==> src/rtl/pdm_pkg.sv <==
// Shared types and constants of the PWM period and duty meter.
// Used by pdm_div, pdm_ctrl and pwm_period_duty_meter; depends on nothing.
package pdm_pkg;

  // Capture count and configuration widths.
  localparam int unsigned COUNT_W   = 16;
  localparam int unsigned TPU_W     = 8;
  localparam int unsigned SNUM_W    = 32;
  localparam int unsigned SFAC_W    = 16;
  localparam int unsigned CFG_IDX_W = 2;
  localparam int unsigned CFG_DAT_W = 32;

  // Result field widths.
  localparam int unsigned PERIOD_US_W = 17;
  localparam int unsigned TIME_US_W   = 16;
  localparam int unsigned FREQ_W      = 28;
  localparam int unsigned DUTY_W      = 7;
  localparam int unsigned SPEED_W     = 32;

  localparam int unsigned PERIOD_W = COUNT_W + 1;

  // Stream widths: tdata padded to whole bytes.
  localparam int unsigned IN_TDATA_W  = 16;
  localparam int unsigned OUT_FIELDS_W =
      PERIOD_US_W + 2 * TIME_US_W + FREQ_W + DUTY_W + SPEED_W;
  localparam int unsigned OUT_TDATA_W = ((OUT_FIELDS_W + 7) / 8) * 8;
  localparam int unsigned OUT_PAD_W   = OUT_TDATA_W - OUT_FIELDS_W;

  // Serial divider: 32-bit dividend, divisor up to period times factor.
  localparam int unsigned DIV_W     = 32;
  localparam int unsigned DIVS_W    = PERIOD_W + SFAC_W;
  localparam int unsigned DIV_CNT_W = $clog2(DIV_W);

  // Scale constants.
  localparam int unsigned MICROS_PER_S  = 1000000;
  localparam int unsigned MICROS_W      = 20;
  localparam int unsigned PERCENT_SCALE = 100;
  localparam int unsigned PERCENT_W     = 7;

  // Register reset values.
  localparam logic [TPU_W-1:0]  TPU_RST  = TPU_W'(12);
  localparam logic [SNUM_W-1:0] SNUM_RST = SNUM_W'(60000000);
  localparam logic [SFAC_W-1:0] SFAC_RST = SFAC_W'(120);

  typedef enum logic [CFG_IDX_W-1:0] {
    CFG_TICKS_PER_US = 2'd0,
    CFG_SPEED_NUM    = 2'd1,
    CFG_SPEED_FACTOR = 2'd2
  } cfg_idx_e;

  typedef enum logic [2:0] {
    OP_PERIOD = 3'd0,
    OP_HIGH   = 3'd1,
    OP_LOW    = 3'd2,
    OP_FREQ   = 3'd3,
    OP_DUTY   = 3'd4,
    OP_SPEED  = 3'd5
  } op_e;

  typedef enum logic [3:0] {
    ST_IDLE  = 4'b0001,
    ST_ISSUE = 4'b0010,
    ST_WAIT  = 4'b0100,
    ST_OUT   = 4'b1000
  } state_e;

  typedef struct packed {
    logic              start;
    logic [DIV_W-1:0]  dividend;
    logic [DIVS_W-1:0] divisor;
  } div_req_t;

  typedef struct packed {
    logic             busy;
    logic             done;
    logic [DIV_W-1:0] quotient;
  } div_rsp_t;

  typedef struct packed {
    logic [PERIOD_US_W-1:0] period_us;
    logic [TIME_US_W-1:0]   high_us;
    logic [TIME_US_W-1:0]   low_us;
    logic [FREQ_W-1:0]      frequency_hz;
    logic [DUTY_W-1:0]      duty_percent;
    logic [SPEED_W-1:0]     speed_value;
    logic                   zero_period;
  } result_t;

endpackage

==> src/rtl/pdm_div.sv <==
// Bit-serial restoring divider: one quotient bit per clock cycle.
// Depends on pdm_pkg for widths and the request/response structs.
module pdm_div (
  input  logic              clk_i,
  input  logic              rst_ni,
  input  pdm_pkg::div_req_t req_i,
  output pdm_pkg::div_rsp_t rsp_o
);
  import pdm_pkg::*;

  logic                 busy_q, busy_d;
  logic                 done_q, done_d;
  logic [DIV_CNT_W-1:0] cnt_q, cnt_d;
  logic [DIVS_W-1:0]    rem_q, rem_d;
  logic [DIV_W-1:0]     quo_q, quo_d;
  logic [DIVS_W-1:0]    dvs_q, dvs_d;

  logic [DIVS_W:0]   shifted;
  logic [DIVS_W+1:0] diff;
  logic              fits;

  // The shifted remainder is one bit wider than the divisor; the extra top
  // bit of the difference is the borrow.
  assign shifted = {rem_q, quo_q[DIV_W-1]};
  assign diff    = {1'b0, shifted} - {2'b00, dvs_q};
  assign fits    = ~diff[DIVS_W+1];

  always_comb begin
    busy_d = busy_q;
    done_d = 1'b0;
    cnt_d  = cnt_q;
    rem_d  = rem_q;
    quo_d  = quo_q;
    dvs_d  = dvs_q;
    if (req_i.start) begin
      busy_d = 1'b1;
      cnt_d  = '0;
      rem_d  = '0;
      quo_d  = req_i.dividend;
      dvs_d  = req_i.divisor;
    end else if (busy_q) begin
      rem_d = fits ? diff[DIVS_W-1:0] : shifted[DIVS_W-1:0];
      quo_d = {quo_q[DIV_W-2:0], fits};
      cnt_d = cnt_q + DIV_CNT_W'(1);
      if (cnt_q == DIV_CNT_W'(DIV_W - 1)) begin
        busy_d = 1'b0;
        done_d = 1'b1;
      end
    end
  end

  always_ff @(posedge clk_i or negedge rst_ni) begin
    if (!rst_ni) begin
      busy_q <= 1'b0;
      done_q <= 1'b0;
      cnt_q  <= '0;
    end else begin
      busy_q <= busy_d;
      done_q <= done_d;
      cnt_q  <= cnt_d;
    end
  end

  always_ff @(posedge clk_i) begin
    rem_q <= rem_d;
    quo_q <= quo_d;
    dvs_q <= dvs_d;
  end

  assign rsp_o.busy     = busy_q;
  assign rsp_o.done     = done_q;
  assign rsp_o.quotient = quo_q;

endmodule

==> src/rtl/pdm_ctrl.sv <==
// Sequencer of the meter: edge state, high and low times, and the six
// divisions issued in turn to the serial divider. Depends on pdm_pkg.
module pdm_ctrl (
  input  logic                         clk_i,
  input  logic                         rst_ni,
  input  logic                         cap_valid_i,
  input  logic [pdm_pkg::COUNT_W-1:0]  cap_ticks_i,
  output logic                         cap_ready_o,
  input  logic [pdm_pkg::TPU_W-1:0]    tpu_i,
  input  logic [pdm_pkg::SNUM_W-1:0]   snum_i,
  input  logic [pdm_pkg::SFAC_W-1:0]   sfac_i,
  input  logic                         out_free_i,
  output logic                         res_load_o,
  output pdm_pkg::result_t             res_o,
  output pdm_pkg::div_req_t            div_req_o,
  input  pdm_pkg::div_rsp_t            div_rsp_i
);
  import pdm_pkg::*;

  state_e               state_q, state_d;
  op_e                  op_q, op_d;
  logic                 edge_q, edge_d;
  logic [COUNT_W-1:0]   high_q, high_d;
  logic [COUNT_W-1:0]   low_q, low_d;
  logic [PERIOD_W-1:0]  period_q, period_d;
  result_t              res_q, res_d;

  logic [TPU_W-1:0]  tpu_eff;
  logic [SFAC_W-1:0] fac_eff;
  logic              accept;

  // A zero register value counts as one.
  assign tpu_eff = (tpu_i == '0) ? TPU_W'(1) : tpu_i;
  assign fac_eff = (sfac_i == '0) ? SFAC_W'(1) : sfac_i;

  assign cap_ready_o = (state_q == ST_IDLE);
  assign accept      = cap_valid_i && cap_ready_o;
  assign res_o       = res_q;

  // Operand selection; the products land in the divider's input registers.
  always_comb begin
    div_req_o.start    = 1'b0;
    div_req_o.dividend = '0;
    div_req_o.divisor  = '0;
    if (state_q == ST_ISSUE && period_q != '0) begin
      div_req_o.start = 1'b1;
    end
    case (op_q)
      OP_PERIOD: begin
        div_req_o.dividend = DIV_W'(period_q);
        div_req_o.divisor  = DIVS_W'(tpu_eff);
      end
      OP_HIGH: begin
        div_req_o.dividend = DIV_W'(high_q);
        div_req_o.divisor  = DIVS_W'(tpu_eff);
      end
      OP_LOW: begin
        div_req_o.dividend = DIV_W'(low_q);
        div_req_o.divisor  = DIVS_W'(tpu_eff);
      end
      OP_FREQ: begin
        div_req_o.dividend = DIV_W'(tpu_eff) * DIV_W'(MICROS_PER_S);
        div_req_o.divisor  = DIVS_W'(period_q);
      end
      OP_DUTY: begin
        div_req_o.dividend = DIV_W'(high_q) * DIV_W'(PERCENT_SCALE);
        div_req_o.divisor  = DIVS_W'(period_q);
      end
      OP_SPEED: begin
        div_req_o.dividend = DIV_W'(snum_i);
        div_req_o.divisor  = DIVS_W'(period_q) * DIVS_W'(fac_eff);
      end
      default: begin
        div_req_o.dividend = '0;
        div_req_o.divisor  = '0;
      end
    endcase
  end

  always_comb begin
    state_d    = state_q;
    op_d       = op_q;
    edge_d     = edge_q;
    high_d     = high_q;
    low_d      = low_q;
    period_d   = period_q;
    res_d      = res_q;
    res_load_o = 1'b0;
    unique case (state_q)
      ST_IDLE: begin
        if (accept) begin
          edge_d = ~edge_q;
          if (!edge_q) begin
            high_d   = cap_ticks_i;
            period_d = {1'b0, cap_ticks_i} + {1'b0, low_q};
          end else begin
            low_d    = cap_ticks_i;
            period_d = {1'b0, high_q} + {1'b0, cap_ticks_i};
          end
          op_d    = OP_PERIOD;
          state_d = ST_ISSUE;
        end
      end
      ST_ISSUE: begin
        if (period_q == '0) begin
          res_d             = '0;
          res_d.zero_period = 1'b1;
          state_d           = ST_OUT;
        end else begin
          res_d.zero_period = 1'b0;
          state_d           = ST_WAIT;
        end
      end
      ST_WAIT: begin
        if (div_rsp_i.done) begin
          case (op_q)
            OP_PERIOD: res_d.period_us    = div_rsp_i.quotient[PERIOD_US_W-1:0];
            OP_HIGH:   res_d.high_us      = div_rsp_i.quotient[TIME_US_W-1:0];
            OP_LOW:    res_d.low_us       = div_rsp_i.quotient[TIME_US_W-1:0];
            OP_FREQ:   res_d.frequency_hz = div_rsp_i.quotient[FREQ_W-1:0];
            OP_DUTY:   res_d.duty_percent = div_rsp_i.quotient[DUTY_W-1:0];
            default:   res_d.speed_value  = div_rsp_i.quotient[SPEED_W-1:0];
          endcase
          if (op_q == OP_SPEED) begin
            state_d = ST_OUT;
          end else begin
            op_d    = op_e'(op_q + 3'd1);
            state_d = ST_ISSUE;
          end
        end
      end
      ST_OUT: begin
        if (out_free_i) begin
          res_load_o = 1'b1;
          state_d    = ST_IDLE;
        end
      end
      default: state_d = ST_IDLE;
    endcase
  end

  always_ff @(posedge clk_i or negedge rst_ni) begin
    if (!rst_ni) begin
      state_q  <= ST_IDLE;
      op_q     <= OP_PERIOD;
      edge_q   <= 1'b0;
      high_q   <= '0;
      low_q    <= '0;
      period_q <= '0;
    end else begin
      state_q  <= state_d;
      op_q     <= op_d;
      edge_q   <= edge_d;
      high_q   <= high_d;
      low_q    <= low_d;
      period_q <= period_d;
    end
  end

  always_ff @(posedge clk_i) begin
    res_q <= res_d;
  end

endmodule

==> src/rtl/pwm_period_duty_meter.sv <==
// Top level of the PWM period and duty meter: configuration registers,
// output register and stream ports. Depends on pdm_pkg, pdm_div, pdm_ctrl.
//
// Each input transfer carries one capture count, the timer ticks since the
// previous edge. Captures alternate between high time and low time,
// starting with high time after reset. Every capture yields one output
// transfer with the period, high and low times in microseconds, the
// frequency in Hz, the duty in percent and the speed figure; tuser flags a
// zero period, in which case all data fields are zero. The six quotients of
// a capture are computed one after another on a single bit-serial divider,
// each with a load step, one step per quotient bit and a hand-over step. A
// zero period skips the divider. The next capture is taken as soon as the
// sequencer is free, even while the previous result still waits in the
// output register. Configuration is written through cfg_we_i, cfg_idx_i and
// cfg_data_i; the user must write it only while the block is idle, which
// the block itself does not enforce. A ticks_per_us or speed_tick_factor of
// zero is treated as one, and an unknown index is ignored.
module pwm_period_duty_meter (
  input  logic                             clk_i,
  input  logic                             rst_ni,
  // Capture input.
  input  logic                             s_axis_tvalid,
  output logic                             s_axis_tready,
  // [15:0] captured_ticks
  input  logic [pdm_pkg::IN_TDATA_W-1:0]   s_axis_tdata,
  // Result output.
  output logic                             m_axis_tvalid,
  input  logic                             m_axis_tready,
  // [16:0] period_us, [32:17] high_us, [48:33] low_us,
  // [76:49] frequency_hz, [83:77] duty_percent, [115:84] speed_value,
  // [119:116] zero padding
  output logic [pdm_pkg::OUT_TDATA_W-1:0]  m_axis_tdata,
  // [0] zero_period
  output logic                             m_axis_tuser,
  // Configuration write port.
  input  logic                             cfg_we_i,
  input  logic [pdm_pkg::CFG_IDX_W-1:0]    cfg_idx_i,
  input  logic [pdm_pkg::CFG_DAT_W-1:0]    cfg_data_i
);
  import pdm_pkg::*;

  // Configuration registers.
  logic [TPU_W-1:0]  tpu_q;
  logic [SNUM_W-1:0] snum_q;
  logic [SFAC_W-1:0] sfac_q;

  always_ff @(posedge clk_i or negedge rst_ni) begin
    if (!rst_ni) begin
      tpu_q  <= TPU_RST;
      snum_q <= SNUM_RST;
      sfac_q <= SFAC_RST;
    end else if (cfg_we_i) begin
      unique case (cfg_idx_e'(cfg_idx_i))
        CFG_TICKS_PER_US: tpu_q  <= cfg_data_i[TPU_W-1:0];
        CFG_SPEED_NUM:    snum_q <= cfg_data_i[SNUM_W-1:0];
        CFG_SPEED_FACTOR: sfac_q <= cfg_data_i[SFAC_W-1:0];
        default: ;
      endcase
    end
  end

  div_req_t div_req;
  div_rsp_t div_rsp;
  result_t  res;
  logic     res_load;
  logic     out_free;

  // The output register can take a new result when empty or being drained.
  logic     out_valid_q;
  result_t  out_q;

  assign out_free = !out_valid_q || m_axis_tready;

  pdm_div u_div (
    .clk_i  (clk_i),
    .rst_ni (rst_ni),
    .req_i  (div_req),
    .rsp_o  (div_rsp)
  );

  pdm_ctrl u_ctrl (
    .clk_i       (clk_i),
    .rst_ni      (rst_ni),
    .cap_valid_i (s_axis_tvalid),
    .cap_ticks_i (s_axis_tdata[COUNT_W-1:0]),
    .cap_ready_o (s_axis_tready),
    .tpu_i       (tpu_q),
    .snum_i      (snum_q),
    .sfac_i      (sfac_q),
    .out_free_i  (out_free),
    .res_load_o  (res_load),
    .res_o       (res),
    .div_req_o   (div_req),
    .div_rsp_i   (div_rsp)
  );

  always_ff @(posedge clk_i or negedge rst_ni) begin
    if (!rst_ni) begin
      out_valid_q <= 1'b0;
    end else if (res_load) begin
      out_valid_q <= 1'b1;
    end else if (m_axis_tready) begin
      out_valid_q <= 1'b0;
    end
  end

  always_ff @(posedge clk_i) begin
    if (res_load) begin
      out_q <= res;
    end
  end

  assign m_axis_tvalid = out_valid_q;
  assign m_axis_tuser  = out_q.zero_period;
  assign m_axis_tdata  = {OUT_PAD_W'(0), out_q.speed_value, out_q.duty_percent,
                          out_q.frequency_hz, out_q.low_us, out_q.high_us,
                          out_q.period_us};

  // A result is only moved into a free output register.
  assert property (@(posedge clk_i) disable iff (!rst_ni)
    res_load |-> out_free)
    else $error("result loaded over an unread output");

  // A new division is never started while the divider is still working.
  assert property (@(posedge clk_i) disable iff (!rst_ni)
    div_req.start |-> !div_rsp.busy)
    else $error("divider restarted while busy");

  // A zero period carries all-zero data.
  assert property (@(posedge clk_i) disable iff (!rst_ni)
    (m_axis_tvalid && m_axis_tuser) |-> (m_axis_tdata == '0))
    else $error("zero period with non-zero data");

  // The duty never exceeds one hundred percent.
  assert property (@(posedge clk_i) disable iff (!rst_ni)
    m_axis_tvalid |-> (out_q.duty_percent <= DUTY_W'(PERCENT_SCALE)))
    else $error("duty above one hundred percent");

  // A capture accepted now cannot produce a result in the next cycle.
  assert property (@(posedge clk_i) disable iff (!rst_ni)
    (s_axis_tvalid && s_axis_tready) |=> !res_load)
    else $error("result loaded straight after a capture");

endmodule
==> config.mk <==
export PLATFORM = sky130hd
export DESIGN_NAME = pwm_period_duty_meter
export DESIGN_NICKNAME = d
export VERILOG_FILES = /design/src/rtl/pdm_pkg.sv /design/src/rtl/pdm_div.sv /design/src/rtl/pdm_ctrl.sv /design/src/rtl/pwm_period_duty_meter.sv
export SDC_FILE = /design/constraint.sdc
export NUM_CORES = 2
export LEC_CHECK = 0
export BUFFER_PORTS_ARGS = -buffer_cell sky130_fd_sc_hd__buf_4
export CORE_AREA = 2 2 351 353
export DETAILED_ROUTE_END_ITERATION = 10
export DIE_AREA = 0 0 353 355
export GPL_TIMING_DRIVEN = 0
export MAX_ROUTING_LAYER = met4
export SYNTH_ARGS = -nofsm -noshare
export SYNTH_HDL_FRONTEND = slang
export SYNTH_SLANG_ARGS = --single-unit
==> constraint.sdc <==
create_clock -name clk_i -period 10.9 [get_ports clk_i]
set_input_delay 0 -clock clk_i [delete_from_list [all_inputs] [get_ports clk_i]]
set_output_delay 0 -clock clk_i [all_outputs]
set_load 0.05 [all_outputs]
==> results.ini <==
[run_status]
status=finished, final reports clean

[floorplan]
fp-row-count=128
design.core.area_mm2=0.121
die_y_um=355
initial_core_util_pct=25.8
die_w_um=353
ios=178
dieArea_mm2=0.125

[setup_path]
critPathArrivalTime_ps=8140
worst_path_most_repeated_cell=fa_1
critical_path.top_delay_family=adder cells
end_kind=register
required_ps=11240
path_max_fanout=11
critPathSlowestCell=clkbuf_1
crit_chain=clkbuf_1 > clkbuf_1 > nand2_1 > fa_1 > inv_1 > fa_1 > inv_1 > fa_1 > inv_1 > fa_1 > fa_1 > inv_1 > fa_1 > inv_1 > ha_1 > a21o_1 > a21o_1 > o31a_1 > a21o_1 > a311o_1 > a21bo_2 > a31oi_1 > xor2_1 > nor2_1
crit_buf_inv=7
critPathMaxStageDelay_ps=830
startpoint_type=register
path_class=register to register

[placement]
routabilityCongestion=0.911
port_buffers=173
hpwl_um=68200

[global_route]
grt_max_degree=67
grt_pass1_wl_um=133000
grt_pass1_vias=22100
antenna_found_initial=3
grt.total_usage_pct=14.2
grt-ovfl-total=0

[sta]
hold_viol_final=0
report.final.slew_viol_count=0
rsz0062_at_grt=false
setup-tns-final_ps=0
finalClockSkew_ps=41.6
slew_headroom_pct=12.5
worstMarginPinSlew_ps=1300
fin_crit_ps=7800
timing.fmax_mhz=128
setup_viol=0
period_share_pct=71.6

[layout]
fillers=12500
syn2layout_area_growth_pct=18.9
drive_above_1_share_pct=12.5
nets=3724

[logic_synthesis]
syn-cell-area_mm2=0.0313
yosys.area.top_type_share_pct=28.7
synthTopCellsByCount=inv_1, edfxtp_1, nand2_1, ha_1, fa_1
ys_top_cells_by_area=edfxtp_1, fa_1, ha_1
yosys.area.top_type=edfxtp_1
ys_seq_area_share_pct=40.5
synthCells=2869
yosys_warnings=0
yosysMostFrequentCell=inv_1
ys_async_sr_fraction_pct=26.7
synth-main-ff-cell=edfxtp_1
synth_seq_cells=453
synth_edf_count=299
syn_avg_cell_area_um2=10.9
synth.distinct_cells=77

[clock_tree]
cts_buffer_depth=3
cts_num_sinks=453
cts_root_buffer=clkbuf_16
post-cts-setup-buffers=0
clk_pin_slew_ps=60
htreeDepth=2
cts_tree=done
cts_buffers=48
clk_latency_ps=610

[detailed_routing]
first_iter_violations=1597
vias=22100
post_drt_wl_per_cell_um=18.2
wl_met3_um=7290
routed_wl_um=88000
postRouteAntennaNets=0
top_layer=met4
met2WireLength_um=38500
met1_length_um=39600
first_pass_iters=9
drc=0
vias_per_cell=4.57

[run]
max_cap_viol_count=0

[min_path]
hp-class=input port to register

## worst register-to-register path, stage by stage (launching register included)
cell and delay (ps):
dfrtp_1 340, clkbuf_1 830, clkbuf_1 690, nand2_1 170, fa_1 540, inv_1 50
fa_1 500, inv_1 60, fa_1 530, inv_1 50, fa_1 450, fa_1 490
inv_1 50, fa_1 470, inv_1 40, ha_1 330, a21o_1 180, a21o_1 180
o31a_1 230, a21o_1 200, a311o_1 370, a21bo_2 250, a31oi_1 200, xor2_1 270
nor2_1 90
## repair_timing
action	in CTS	in global routing
resized for setup	0	0
endpoints found under the hold margin	226	0
hold buffers	61	0
## final timing paths
kind / startpoint / end / slack, ps / cells past startpoint
max: u_ctrl.period_q[6]$_DFFE_PN0P_ / u_div.dvs_q[30]$_DFFE_PP_ / 3100 / 24
min: cfg_we_i / sfac_q[15]$_DFFE_PN0P_ / 170 / 3
max reg2reg: u_ctrl.period_q[6]$_DFFE_PN0P_ / u_div.dvs_q[30]$_DFFE_PP_ / 3100 / 24
min reg2reg: u_ctrl.res_o[85]$_SDFFCE_PN0P_ / m_axis_tdata[18]$_DFFE_PP_ / 410 / 0
max in group asynchronous: rst_ni / snum_q[19]$_DFFE_PN0P_ / 9310 / 4
min in group asynchronous: rst_ni / snum_q[18]$_DFFE_PN0P_ / 480 / 3
## registers in the layout, summed over array words and instances, names as in the netlist, 17 cells and up
name / count
u_div.quo_q: 32
u_ctrl.period_q: 17
m_axis_tdata: 116
u_ctrl.res_o: 117
snum_q: 32
u_div.dvs_q: 33
u_div.rem_q: 33
## stage by stage
step	instance area (µm²)	util (%)	setup WS [ps]	instances	hold WS, ps
2_1_floorplan	31300	-	4000	2872	-296
3_3_place_gp	34700	28.5	1760	4670	204
3_5_place_dp	34900	28.8	3070	4681	26.0
4_1_cts	37200	30.7	3100	4832	159
5_1_grt	37200	30.7	2820	4833	178
6_report	37200	30.7	3100	4833	173
## cell usage in the layout (no fill, tap or decap), types with 9 or more instances in the layout
| cell type | count |
|---|---|
| o21ai_0 | 113 |
| dlygate4sd3_1 | 61 |
| clkbuf_16 | 48 |
| nand4_1 | 11 |
| o22ai_1 | 10 |
| mux2i_1 | 17 |
| nand2_1 | 279 |
| edfxtp_1 | 299 |
| a21oi_1 | 111 |
| nor3_1 | 30 |
| nor4_1 | 9 |
| fa_1 | 238 |
| nor2_1 | 126 |
| nand3_1 | 26 |
| and2_1 | 158 |
| a222oi_1 | 19 |
| a21o_1 | 43 |
| buf_4 | 178 |
| dfstp_2 | 17 |
| dfxtp_1 | 33 |
| nand2b_1 | 17 |
| nor2b_1 | 16 |
| o21a_1 | 14 |
| and3_1 | 10 |
| a211oi_1 | 23 |
| ha_1 | 264 |
| or3_1 | 13 |
| clkbuf_1 | 132 |
| inv_1 | 394 |
| o211ai_1 | 9 |
| a221oi_1 | 10 |
| dfrtp_1 | 104 |
| xor2_1 | 47 |
| mux2_2 | 95 |
| xnor2_1 | 49 |
| a31oi_1 | 12 |
## logic make-up after synthesis
kind of cell	share of synthesized area (%)
mux	3.96
xor+xnor	2.69
flops	40.5
simple gates	10.9
compound gates	9.67
buf+inv	6.48
other cells	0.0120
fa+ha+maj	25.8
## area by class of cell
cell class	count	area (µm²)	share of cell area (%)
Multi-Input combinational cell	1886	16600	44.7
Tap cell	1625	2030	5.46
Clock inverter	27	408	1.10
Sequential cell	453	12700	34.1
Inverter	396	1490	3.99
Antenna cell	1	2.50	0.00672
Buffer	137	543	1.46
Clock buffer	63	1280	3.43
Timing Repair Buffer	245	2160	5.80
## layer usage
layer  global-route usage (%)  vias up
met5                        -        -
met4                     4.05        0
met3                     3.66      137
met2                     21.3      718
met1                     18.8    10900
li1                         -    10300
Power is left out: the tool's default activity adds up to more than one toggle a clock period on the data nets, which glitch-free logic cannot reach.
